<file path="config.mk">
export PLATFORM = sky130hd
export DESIGN_NAME = glct_ctrl
export DESIGN_NICKNAME = d
export VERILOG_FILES = /design/src/design/glct_pkg.sv /design/src/design/glct_ctrl.sv
export SDC_FILE = /design/constraint.sdc
export NUM_CORES = 1
export LEC_CHECK = 0
export BUFFER_PORTS_ARGS = -buffer_cell sky130_fd_sc_hd__buf_2
export CORE_AREA = 5 5 42 44
export CTS_CLUSTER_SIZE = 10
export DETAILED_ROUTE_END_ITERATION = 16
export DIE_AREA = 0 0 47 49
export GPL_ROUTABILITY_DRIVEN = 0
export RECOVER_POWER = 25
export SLEW_MARGIN = 10
export SYNTH_ARGS = -nofsm -noshare
export SYNTH_HDL_FRONTEND = slang
export SYNTH_SLANG_ARGS = --single-unit
</file>
<file path="constraint.sdc">
create_clock -name i_clk -period 1.4 [get_ports i_clk]
set_input_delay 0.07 -clock i_clk [delete_from_list [all_inputs] [get_ports i_clk]]
set_output_delay 0.07 -clock i_clk [all_outputs]
set_load 0.01 [all_outputs]
</file>
<file path="src/design/glct_pkg.sv">
// shared constants, codes and types of the grid line cell traversal block
package glct_pkg;

    // grid geometry
    localparam int GRID_DIM   = 32;
    localparam int CELL_W     = $clog2(GRID_DIM);
    localparam int MAX_CELLS  = 2 * GRID_DIM - 1;
    localparam int STEP_W     = $clog2(MAX_CELLS + 1);

    // field widths
    localparam int COORD_W    = 16;
    localparam int TAG_W      = 16;
    localparam int CFG_W      = 16;
    localparam int CFG_IDX_W  = 2;
    localparam int OUT_CELL_W = 5;

    // fixed point: 8 fractional bits per cell
    localparam int FRAC_W     = 8;
    localparam int CELL_SPAN  = 1 << FRAC_W;
    localparam int DIFF_W     = COORD_W + 1;
    localparam int MAPP_W     = 2 * DIFF_W;
    localparam int GRID_W     = MAPP_W - 1 - FRAC_W;
    localparam int DELTA_W    = GRID_W + 1;
    localparam int ERR_W      = DELTA_W;
    localparam int EDGE_W     = GRID_W + 2;
    localparam int PROD_W     = 2 * ERR_W;

    localparam logic [CFG_W-1:0] SCALE_RST = CFG_W'(256);

    typedef enum logic [CFG_IDX_W-1:0] {
        CFG_ORIGIN_X,
        CFG_ORIGIN_Y,
        CFG_CELL_SCALE
    } t_cfg_idx;

    typedef enum logic [1:0] {
        MAP_SX,
        MAP_SY,
        MAP_EX,
        MAP_EY
    } t_map_sel;

    typedef enum logic [2:0] {
        S_IDLE,
        S_MAP,
        S_INIT,
        S_ERR,
        S_MUL,
        S_EMIT
    } t_state;

    typedef struct packed {
        logic signed [COORD_W-1:0] start_x;
        logic signed [COORD_W-1:0] start_y;
        logic signed [COORD_W-1:0] end_x;
        logic signed [COORD_W-1:0] end_y;
        logic [TAG_W-1:0]          edge_tag;
    } t_seg_in;

    typedef struct packed {
        logic [OUT_CELL_W-1:0] cell_col;
        logic [OUT_CELL_W-1:0] cell_row;
        logic [TAG_W-1:0]      tag_out;
        logic                  last_cell;
        logic                  left_grid;
    } t_cell_out;

    typedef struct packed {
        logic     load_in;
        logic     map_en;
        t_map_sel map_sel;
        logic     init_en;
        logic     err_en;
        logic     mul_en;
        logic     emit_en;
    } t_dp_cmd;

    typedef struct packed {
        logic stop;
    } t_dp_sts;

endpackage

</file>
<file path="src/design/glct_ctrl.sv">
// sequencer of the traversal: set-up, per-cell multiply and emit, output slot
module glct_ctrl import glct_pkg::*; (
    input  logic    i_clk,
    input  logic    i_rst_n,
    input  logic    i_in_valid,
    output logic    o_in_stall,
    input  logic    i_out_stall,
    output logic    o_out_valid,
    input  t_dp_sts i_sts,
    output t_dp_cmd o_cmd
);

    t_state   r_state;
    t_state   n_state;
    t_map_sel r_map_sel;
    t_map_sel n_map_sel;
    logic     r_out_valid;
    logic     n_out_valid;
    t_dp_cmd  cmd;
    logic     out_free;

    always_ff @(posedge i_clk) begin
        if (!i_rst_n) begin
            r_state     <= S_IDLE;
            r_map_sel   <= MAP_SX;
            r_out_valid <= 1'b0;
        end else begin
            r_state     <= n_state;
            r_map_sel   <= n_map_sel;
            r_out_valid <= n_out_valid;
        end
    end

    always_comb begin
        n_state     = r_state;
        n_map_sel   = r_map_sel;
        cmd         = '0;
        cmd.map_sel = r_map_sel;
        // output slot is free when empty or being taken this cycle
        out_free    = !r_out_valid || !i_out_stall;

        unique case (r_state)
            S_IDLE: begin
                if (i_in_valid) begin
                    cmd.load_in = 1'b1;
                    n_map_sel   = MAP_SX;
                    n_state     = S_MAP;
                end
            end
            S_MAP: begin
                cmd.map_en = 1'b1;
                if (r_map_sel == MAP_EY) begin
                    n_state = S_INIT;
                end else begin
                    n_map_sel = t_map_sel'(r_map_sel + 1'b1);
                end
            end
            S_INIT: begin
                cmd.init_en = 1'b1;
                n_state     = S_ERR;
            end
            S_ERR: begin
                cmd.err_en = 1'b1;
                n_state    = S_MUL;
            end
            S_MUL: begin
                cmd.mul_en = 1'b1;
                n_state    = S_EMIT;
            end
            S_EMIT: begin
                if (out_free) begin
                    cmd.emit_en = 1'b1;
                    n_state     = i_sts.stop ? S_IDLE : S_MUL;
                end
            end
            default: begin
                n_state = S_IDLE;
            end
        endcase

        n_out_valid = cmd.emit_en || (r_out_valid && i_out_stall);
    end

    assign o_cmd       = cmd;
    assign o_in_stall  = (r_state != S_IDLE);
    assign o_out_valid = r_out_valid;

endmodule

</file>
==> results.md, run 1 <==
### Clocking
- **maximum buffer depth of the clock tree** 2
- **post_cts resized** 0
- **total number of H-tree levels** 1
- **number of hold-repair buffers added at the cts stage** 0
- **Num CTS Buffers** 3
- **clock-pin transition on the worst setup and hold timing paths** 40 ps
- **library cell used as clock root buffer** clkbuf_4
- **number of buffers added for setup after CTS** 0
- **TritonCTS clock tree** done
- **total number of clock tree sinks** 6
- **worst skew pair latency** 240 ps

### Min path
- **hold-critical path endpoint** r_state[2]$_SDFFE_PN0P_
- **WHS Path Cells** 2
- **Hold Startpoint** i_rst_n
- **Worst Hold Class** input pin to register

### Finish
- **utilization after layout** 0.328
- **proportion of layout cells with a drive suffix above 1** 0.345
- **Area growth, synth to finish** 29.7%
- **most frequent standard cell in the layout excluding fill and tap cells** buf_2
- **number of nets at the end of the flow** 66
- **most frequent cells in the layout** 11 x buf_2, 6 x dfxtp_1, 5 x nand2_1
- **Antenna Diode Count** 0

### Synthesis
- **fraction of synthesized cell area taken by the top area cell type** 0.339
- **number of register bits inferred by synthesis** 6
- **number of instances in the synthesized netlist** 42
- **synthesized cell area** 354 µm²
- **Yosys top cell by area** dfxtp_1
- **Post-Syn Nets** 48
- **per-instance average area after synthesis** 8.43 µm²
- **share of the yosys chip area belonging to registers** 0.339
- **number of library cell types mapped by synthesis** 23
- **warning count from the yosys run** 0
- **Area contributors post-synth** dfxtp_1 34%, nand2_1 5.3%, nand2b_1 5.3%, nor3b_1 4.2%, nor4b_2 4.2%

### Status
- **outcome** finished, final reports clean

### Power
- **overall power after layout** 0.397 mW
- **leakage power of the design** 0.208 nW
- **switching power** 0.0930 mW
- **Power Internal** 0.304 mW
- **clock group share of total power** 0.383
- **proportion of power drawn by flip-flops and latches** 0.462
- **worst vdd rail ir drop** 0.374 mV
- **fraction of power spent switching nets** 0.235
- **Power Density** 864 mW/mm²
- **Logic pwr share** 0.154

### Place
- **worst slack after detailed placement** 49.1 ps
- **final HPWL from detailed placement** 622 µm
- **count of buffers inserted at the top-level ports** 14

### Timing
- **min cycle time layout** 1320 ps
- **number of pins exceeding their max-slew limit in the final report** 0
- **Setup Skew** 2.94 ps
- **Finish-stage setup viols** 0
- **unrepaired setup endpoints after global routing** false
- **post-route clock period utilization** 0.946
- **setup slack after layout** 75.2 ps
- **headroom to the max-slew limit** 0.789
- **Final Hold Violating Endpoints** 0
- **highest clock frequency the design can meet** 0.755 GHz
- **total negative slack** 0 ps
- **actual transition at the worst max-transition pin** 316 ps

### Flow run
- **max-cap violations** 0

### Worst setup path
- **sort of element at the end of the critical path** register
- **worst reg2reg path depth** 4
- **R2R Path Start** r_map_sel[0]$_SDFFE_PN0P_
- **worst setup path class** register to register
- **arrival time reported for the critical path endpoint** 1450 ps
- **CP Launch Type** register
- **reg-to-reg critical path endpoint** r_map_sel[0]$_SDFFE_PN0P_
- **maximum net fanout on the critical path** 4
- **Reg2Reg Setup Slack** 80 ps
- **worst endpoint required time** 1520 ps

### Routing
- **initial detailed-routing violation count** 4
- **final WL** 788 µm
- **number of antenna-violating nets in the routed design** 0
- **vias** 350
- **via count normalized by instance count** 4.73
- **wire per inst** 10.6 µm
- **post-route DRC violation count** 0
- **drt first pass iters** 3

### Floorplan
- **full die area** 0.00230 mm²
- **standard cell core area** 0.00140 mm²
- **effective utilization at floorplan** 0.253
- **std cell rows** 14
- **Die Span X** 47 µm
- **number of top-level design ports** 15
- **Vert. Die Dim** 49 µm

### Global route
- **first-pass GRT wire length** 1480 µm
- **number of antenna violations at the first check in global routing** 0
- **largest net degree at the start of global routing** 12
- **GRT Total Usage** 0.0937
- **gr ovfl total** 0
- **number of global-route vias before repair** 323

cell families (layout without fill, tap and decap cells):
kind of cell    Yosys count  count (layout)  share of synthesized area
buf+inv                   4              20                     0.0707
simple gates             22              22                      0.406
flops                     6               6                      0.339
fa+ha+maj                 1               1                     0.0353
compound gates            9               9                      0.148
flip-flops by register name, indices dropped and copies added (netlist names):
name,count
r_state,3
r_map_sel,2
o_out_valid,1
metal layers:
| layer | global-route usage | vias up | wire, µm | part of all wire |
|---|---|---|---|---|
| met5 | 0 | - | 0 | 0 |
| met4 | 0.111 | 0 | 42 | 0.053 |
| met3 | 0.0221 | 4 | 14 | 0.018 |
| met2 | 0.124 | 7 | 381 | 0.48 |
| met1 | 0.105 | 155 | 351 | 0.45 |
| li1 | - | 184 | - | - |
how the worst max path moves through the flow:
stage	cells after the start	start	slack (ps)	end
3_5_place_dp	4	r_map_sel[0]$_SDFFE_PN0P_	50	r_map_sel[0]$_SDFFE_PN0P_
2_1_floorplan	4	r_map_sel[0]$_SDFFE_PN0P_	60	r_map_sel[0]$_SDFFE_PN0P_
4_1_cts	4	r_map_sel[0]$_SDFFE_PN0P_	50	r_map_sel[0]$_SDFFE_PN0P_
5_1_grt	4	r_state[0]$_SDFFE_PN0P_	0.7	o_cmd[2]
6_report	4	r_map_sel[0]$_SDFFE_PN0P_	80	r_map_sel[0]$_SDFFE_PN0P_
3_3_place_gp	4	r_map_sel[0]$_SDFFE_PN0P_	70	r_map_sel[0]$_SDFFE_PN0P_
power groups by stage:
stage          Clock (mW)  Combinational, mW  Sequential, mW
2_1_floorplan           0             0.0359           0.187
3_3_place_gp            0             0.0621           0.186
3_5_place_dp            0             0.0629           0.186
4_1_cts             0.160             0.0631           0.183
5_1_grt             0.176             0.0700           0.184
6_report            0.152             0.0613           0.183
Yosys cell counts, drive strengths merged:
cell type  number
a21oi           2
a31oi           2
and2            1
and3b           1
buf             3
dfxtp           6
ha              1
inv             1
nand2           5
nand2b          3
nand3           1
nor2            3
nor3            1
nor3b           3
nor4b           1
o21a            1
o21ai           2
o22ai           2
or3             1
or4             1
or4b            1
per-stage QoR:
stage	hold slack [ps]	area (µm²)	cells
5_1_grt	135	459	74
3_5_place_dp	378	438	71
6_report	127	459	74
3_3_place_gp	375	438	71
4_1_cts	119	460	74
2_1_floorplan	188	354	42
worst max-delay path: stages (launching register included):
cell,delay (ps)
dfxtp_1,320
ha_2,200
or4b_4,490
nand2b_1,110
o22ai_1,90
area by class of cell:
class	instances	area, µm²
Inverter	1	3.75
Fill cell	162	942
Clock buffer	3	22.5
Sequential cell	6	120
Tap cell	16	20.0
Multi-Input combinational cell	32	211
Timing Repair Buffer	16	81.3
No activity file was read; power rests on OpenSTA's default activity.
==> run 2: changes to the inputs <==
--- a/config.mk
+++ b/config.mk
@@ -7,8 +7,8 @@
 export LEC_CHECK = 0
 export BUFFER_PORTS_ARGS = -buffer_cell sky130_fd_sc_hd__buf_2
-export CORE_AREA = 5 5 42 44
+export CORE_AREA = 3 3 40 42
 export CTS_CLUSTER_SIZE = 10
 export DETAILED_ROUTE_END_ITERATION = 16
-export DIE_AREA = 0 0 47 49
+export DIE_AREA = 0 0 43 45
 export GPL_ROUTABILITY_DRIVEN = 0
 export RECOVER_POWER = 25
==> constraint.sdc (replaced) <==
create_clock -name i_clk -period 1.4 [get_ports i_clk]
set_input_delay 0.07 -clock i_clk [delete_from_list [all_inputs] [get_ports i_clk]]
set_output_delay 0.07 -clock i_clk [all_outputs]
set_load 0.1 [all_outputs]
==> results.md, run 2 (synthesized netlist as in run 1, its figures left out) <==
### Finish
- **number of nets at the end of the flow** 67, +1.5%
- **final instance count without filler cells** 74, unchanged
- **Area growth, synth to finish** 82.3%
- **proportion of layout cells with a drive suffix above 1** 0.576, +0.231
- **multi-input combinational cell area** 256 µm², +21%
- **most frequent standard cell in the layout excluding fill and tap cells** buf_12
- **filler cell count** 132, -19%
- **most frequent cells in the layout** 7 x buf_12, 5 x nand2_1, 5 x buf_2, 3 x nand2b_1, 3 x clkbuf_4
- **register area** 130 µm², +8.3%
- **Antenna Diode Count** 0, unchanged
- **max reg flops** 3, unchanged
- **register with the most flip-flops** r_state

### Timing
- **total negative slack** 0 ps, unchanged
- **highest clock frequency the design can meet** 0.748 GHz, -0.93%
- **unrepaired setup endpoints after global routing** true
- **actual transition at the worst max-transition pin** 542 ps, +226 ps
- **Final Hold Slack** 121 ps, -6.39 ps
- **number of pins exceeding their max-slew limit in the final report** 0, unchanged
- **headroom to the max-slew limit** 0.640, -0.149
- **setup slack after layout** 62.7 ps, -12.4 ps
- **min cycle time layout** 1340 ps, +12.4 ps
- **Finish-stage setup viols** 0, unchanged
- **Setup Skew** 2.88 ps, -0.0594 ps
- **post-route clock period utilization** 0.955, +0.00887
- **Final Hold Violating Endpoints** 0, unchanged

### Worst setup path
- **slowest cell on the critical path** or4b_4
- **arrival time reported for the critical path endpoint** 1460 ps, about the same
- **worst endpoint required time** 1520 ps, about the same
- **delay-heaviest family, CP** simple AND/OR/NAND/NOR gates
- **highest cell delay on the worst timing path** 490 ps, about the same
- **cells along the critical path** ha_2, or4b_4, nand2b_1, o22ai_1
- **Reg2Reg Setup Slack** 60 ps, about the same
- **reg-to-reg critical path endpoint** r_map_sel[0]$_SDFFE_PN0P_
- **sort of element at the end of the critical path** register
- **count of buffer and inverter cells on the critical path** 0, unchanged
- **maximum net fanout on the critical path** 4, unchanged
- **worst reg2reg path depth** 4, unchanged
- **start point of the critical path** r_map_sel[0]$_SDFFE_PN0P_
- **R2R Path Start** r_map_sel[0]$_SDFFE_PN0P_
- **worst setup path class** register to register
- **CP Launch Type** register

### Clocking
- **maximum buffer depth of the clock tree** 2, unchanged
- **total number of H-tree levels** 1, unchanged
- **clock-pin transition on the worst setup and hold timing paths** 50 ps, about the same
- **library cell used as clock root buffer** clkbuf_4
- **worst skew pair latency** 240 ps, about the same
- **Num CTS Buffers** 3, unchanged
- **total number of clock tree sinks** 6, unchanged
- **TritonCTS clock tree** done

### Power
- **leakage power of the design** 0.265 nW, +27%
- **worst vdd rail ir drop** 0.552 mV, +48%
- **overall power after layout** 0.513 mW, +29%
- **Power Density** 794 mW/mm², -8.1%

### Floorplan
- **standard cell core area** 0.00128 mm², -8.3%
- **number of top-level design ports** 15, unchanged
- **Vert. Die Dim** 45 µm, -8.2%
- **std cell rows** 13, -1
- **Die Span X** 43 µm, -8.5%
- **full die area** 0.00194 mm², -16%
- **effective utilization at floorplan** 0.276, +0.0229

### Place
- **count of buffers inserted at the top-level ports** 14, unchanged
- **worst slack after detailed placement** 38.8 ps, -10.4 ps
- **dpl cells** 70, -1.4%
- **final HPWL from detailed placement** 640 µm, +2.9%

### Global route
- **number of antenna violations at the first check in global routing** 0, unchanged
- **number of global-route vias before repair** 306, -5.3%
- **first-pass GRT wire length** 1340 µm, -9.8%
- **largest net degree at the start of global routing** 12, unchanged
- **gr ovfl total** 0, unchanged
- **GRT Total Usage** 0.0925, -0.00116

### Routing
- **drt first pass iters** 1, -2
- **vias** 360, +2.9%
- **wire per inst** 11.6 µm, +8.8%
- **number of antenna-violating nets in the routed design** 0, unchanged
- **via count normalized by instance count** 4.86, +2.9%
- **post-route DRC violation count** 0, unchanged
- **final WL** 857 µm, +8.8%
- **initial detailed-routing violation count** 0, -4

### Min path
- **hold-critical path endpoint** r_state[2]$_SDFFE_PN0P_
- **Hold Startpoint** i_rst_n
- **Worst Hold Class** input pin to register
- **WHS Path Cells** 2, unchanged

### Status
- **outcome** finished, final reports clean

### Flow run
- **max-cap violations** 0, unchanged

[run 2: cell types whose count changed in the layout (fill, tap and decap cells not counted), moves of 2 or more]
cell,before,now
dfxtp_2,0,2
clkbuf_1,3,0
buf_2,11,5
clkbuf_2,0,2
nor2_1,3,1
nor2_4,0,2
buf_12,0,7
dfxtp_1,6,2
dfxtp_4,0,2
[run 2: how the worst max path moves through the flow]
stage	slack, ps	end	cells after the start
after floorplan	-510	r_map_sel[0]$_SDFFE_PN0P_	4
after detailed placement	40	r_map_sel[0]$_SDFFE_PN0P_	4
after CTS	0.8	o_cmd[2]	4
after global placement	80	r_map_sel[1]$_SDFFE_PN0P_	4
final	60	r_map_sel[0]$_SDFFE_PN0P_	4
after global routing	-10	o_cmd[2]	4
[run 2: repair_timing]
action                                 in CTS  in global routing
pin swaps                                   0                  2
buffers inserted                            0                  1
setup endpoints to repair                   4                  4
gates resized for setup                     6                  4
hold buffers                                0                  0
endpoints found under the hold margin       0                  0
[run 2: stage by stage]
stage / cell area [µm²] / util
finish: 646 / 0.502
global route: 646 / 0.502
CTS: 627 / 0.488
detailed placement: 587 / 0.457
global placement: 587 / 0.457
floorplan: 412 / -
[run 2: layer usage]
metal	vias to the layer above	part of all wire	global-route usage
li1	184	-	-
met1	168	0.41	0.111
met2	8	0.54	0.156
met3	0	0.055	0.0398
met4	0	0	0.0181
met5	-	0	0
[run 2: power by group]
part	internal [mW]	total (mW)	switching, mW
Sequential	0.176	0.185	0.00922
Combinational	0.0600	0.174	0.114
Clock	0.0966	0.154	0.0572
Total	0.332	0.513	0.180
[run 2: layout make-up]
| cell class | instances | area share |
|---|---|---|
| Sequential cell | 6 | 0.202 |
| Multi-Input combinational cell | 32 | 0.397 |
| Clock buffer | 3 | 0.0349 |
| Tap cell | 15 | 0.0291 |
| Timing Repair Buffer | 17 | 0.324 |
| Inverter | 1 | 0.0136 |
==> run 3: changes to the inputs <==
Settings changed: ABC_AREA set to 1, CORE_AREA 3 3 40 42 to unset, CORE_MARGIN set to 3, CORE_UTILIZATION set to 30, DIE_AREA 0 0 43 45 to unset.
==> results.md, run 3 <==
### Finish
- **register with the most flip-flops** r_state
- **number of nets at the end of the flow** 81, +21%
- **filler cell count** 103, -22%
- **most frequent standard cell in the layout excluding fill and tap cells** nand2_1
- **Layout Cell Area excl Fill** 672 µm², +4.1%
- **Antenna Diode Count** 0, unchanged
- **register area** 136 µm², +4.8%
- **utilization after layout** 0.581, +0.0787
- **most frequent cells in the layout** 12 x nand2_1, 7 x inv_1, 7 x buf_12, 5 x inv_2, 5 x buf_2
- **multi-input combinational cell area** 250 µm², -2.4%
- **proportion of layout cells with a drive suffix above 1** 0.595, +0.0183
- **Area growth, synth to finish** 72.7%
- **max reg flops** 3, unchanged

### Min path
- **Worst Hold Class** input pin to register
- **Hold Startpoint** i_out_stall

### Synthesis
- **synthesized cell area** 389 µm², +9.9%
- **cell with the most instances after synthesis** nand2_1
- **share of the yosys chip area belonging to registers** 0.309, -0.0305
- **top_reg_cell synth** dfxtp_1
- **Yosys top cell by area** dfxtp_1
- **warning count from the yosys run** 0, unchanged
- **post-synthesis async set-or-reset flop share** 0, unchanged
- **fraction of synthesized cell area taken by the top area cell type** 0.309, -0.0305
- **number of instances in the synthesized netlist** 56, +33%
- **Area contributors post-synth** dfxtp_1 31%, nand2_1 12%, inv_1 9.6%, nor2_2 6.4%, nor2_4 5.8%
- **number of register bits inferred by synthesis** 6, unchanged
- **number of library cell types mapped by synthesis** 21, -8.7%
- **Post-synth EDFFs** 0, unchanged
- **per-instance average area after synthesis** 6.95 µm², -18%
- **Post-Syn Nets** 62, +29%
- **top cells by count, synth** 12 x nand2_1, 10 x inv_1, 6 x dfxtp_1

### Clocking
- **number of buffers added for setup after CTS** 0, unchanged
- **total number of clock tree sinks** 6, unchanged
- **number of hold-repair buffers added at the cts stage** 0, unchanged
- **total number of H-tree levels** 1, unchanged
- **worst skew pair latency** 250 ps, about the same
- **clock-pin transition on the worst setup and hold timing paths** 50 ps, about the same
- **library cell used as clock root buffer** clkbuf_4
- **TritonCTS clock tree** done
- **Num CTS Buffers** 3, unchanged
- **maximum buffer depth of the clock tree** 2, unchanged

### Floorplan
- **full die area** 0.00177 mm², -8.8%
- **std cell rows** 12, -1
- **number of top-level design ports** 15, unchanged
- **Die Span X** 42.0 µm, -2.3%
- **effective utilization at floorplan** 0.337, +0.0610
- **Vert. Die Dim** 42.0 µm, -6.6%
- **standard cell core area** 0.00116 mm², -10%

### Routing
- **wire per inst** 8.85 µm, -24%
- **drt first pass iters** 3, +2
- **initial detailed-routing violation count** 2, +2
- **final WL** 779 µm, -9.1%
- **vias** 400, +11%
- **post-route DRC violation count** 0, unchanged
- **number of antenna-violating nets in the routed design** 0, unchanged
- **via count normalized by instance count** 4.55, -6.6%

### Worst setup path
- **R2R Path Start** r_state[2]$_SDFFE_PN0P_
- **reg-to-reg critical path endpoint** r_state[1]$_SDFFE_PN0P_
- **Reg2Reg Setup Slack** 310 ps, +250 ps
- **maximum net fanout on the critical path** 6, +2
- **CP Launch Type** register
- **worst reg2reg path depth** 6, +2
- **start point of the critical path** r_state[0]$_SDFFE_PN0P_
- **worst setup path class** register to output pin
- **sort of element at the end of the critical path** output pin
- **cells along the critical path** buf_4, nand2_1, nor2_4, buf_12
- **Crit. path cell count** 4, unchanged
- **highest cell delay on the worst timing path** 390 ps, -100 ps
- **slowest cell on the critical path** dfxtp_1
- **arrival time reported for the critical path endpoint** 1270 ps, -190 ps
- **delay-heaviest family, CP** flip-flops
- **worst endpoint required time** 1330 ps, -190 ps
- **end point of the critical path** o_cmd[0]
- **count of buffer and inverter cells on the critical path** 2, +2

### Timing
- **Finish-stage setup viols** 0, unchanged
- **unrepaired setup endpoints after global routing** false
- **highest clock frequency the design can meet** 0.747 GHz, about the same
- **min cycle time layout** 1340 ps, +0.813 ps
- **Setup Skew** 5.34 ps, +2.46 ps
- **Final Hold Slack** 80.8 ps, -40.1 ps
- **setup slack after layout** 61.9 ps, -0.813 ps
- **post-route clock period utilization** 0.956, about the same
- **number of pins exceeding their max-slew limit in the final report** 0, unchanged
- **Final Hold Violating Endpoints** 0, unchanged
- **headroom to the max-slew limit** 0.642, +0.00177
- **actual transition at the worst max-transition pin** 539 ps, -2.67 ps

### Power
- **Power Density** 1110 mW/mm², +40%
- **leakage power of the design** 0.317 nW, +20%
- **worst vdd rail ir drop** 0.601 mV, +8.8%
- **overall power after layout** 0.748 mW, +46%

### Global route
- **largest net degree at the start of global routing** 7, -5
- **number of antenna violations at the first check in global routing** 0, unchanged
- **gr ovfl total** 0, unchanged
- **GRT Total Usage** 0.109, +0.0169
- **first-pass GRT wire length** 1520 µm, +13%
- **number of global-route vias before repair** 383, +25%

### Place
- **count of buffers inserted at the top-level ports** 14, unchanged
- **worst slack after detailed placement** 312 ps, +274 ps
- **placed standard-cell area** 643 µm², +9.6%
- **final HPWL from detailed placement** 699 µm, +9.2%

### Flow run
- **max-cap violations** 0, unchanged

### Status
- **outcome** finished, final reports clean

run 3: cell types whose count changed after synthesis, sizes merged, moves of 2 or more:
cell,delta
buf,-2
o22ai,-2
nor2,+5
nor3b,-3
inv,+13
nand2b,-3
nand2,+8
nand3,+3
run 3: cells by family (layout without fill, tap and decap cells):
family / count (synthesis) / after routing / synth area share
AND/OR/NAND/NOR: 27 / 27 / 0.376
buffers and inverters: 15 / 33 / 0.161
AO/OA/AOI/OAI: 7 / 7 / 0.122
flip-flops: 6 / 6 / 0.309
adder cells (fa/ha/maj): 1 / 1 / 0.0321
run 3: per-stage QoR:
| stage | instances | setup TNS (ps) |
|---|---|---|
| finish | 88 | 0 |
| global route | 88 | 0 |
| CTS | 88 | 0 |
| detailed placement | 84 | 0 |
| global placement | 84 | 0 |
| floorplan | 56 | -394 |
run 3: tightest hold or removal path, stage by stage:
cell and delay [ps]:
buf_2 90, nand2_1 60, a21oi_1 60
run 3: power by group:
part	internal [mW]	total, mW	switching [mW]
Combinational	0.115	0.372	0.257
Sequential	0.182	0.199	0.0171
Clock	0.108	0.177	0.0683
run 3: cell type report:
type / count / share of cell area
inverter: 14 / 0.0875
multi-input combinational: 35 / 0.372
tap: 14 / 0.0261
clock buffer: 4 / 0.0391
timing repair buffer: 15 / 0.272
sequential: 6 / 0.203
run 3: worst min path at each step:
stage	end	slack, ps	depth (start not counted)
6_report	o_out_valid$_SDFF_PN0_	80	3
5_1_grt	o_out_valid$_SDFF_PN0_	80	3
4_1_cts	o_out_valid$_SDFF_PN0_	70	3
3_5_place_dp	o_out_valid$_SDFF_PN0_	340	3
3_3_place_gp	r_map_sel[0]$_SDFFE_PN0P_	340	3
2_1_floorplan	r_map_sel[0]$_SDFFE_PN0P_	220	2
run 3: timing repair:
action / 4_1_cts / 5_1_grt
setup endpoints to repair: 0 / 1
hold endpoints to repair: 0 / 0
resized for setup: 0 / 1
run 3: metal layers:
metal | share of wire | vias to the layer above | global-route usage | wire, µm
met4 | 0.026 | 0 | 0.0559 | 20
met2 | 0.50 | 12 | 0.176 | 387
met1 | 0.40 | 174 | 0.135 | 314
met3 | 0.073 | 3 | 0.0258 | 57
li1 | - | 211 | - | -
met5 | 0 | - | 0 | 0
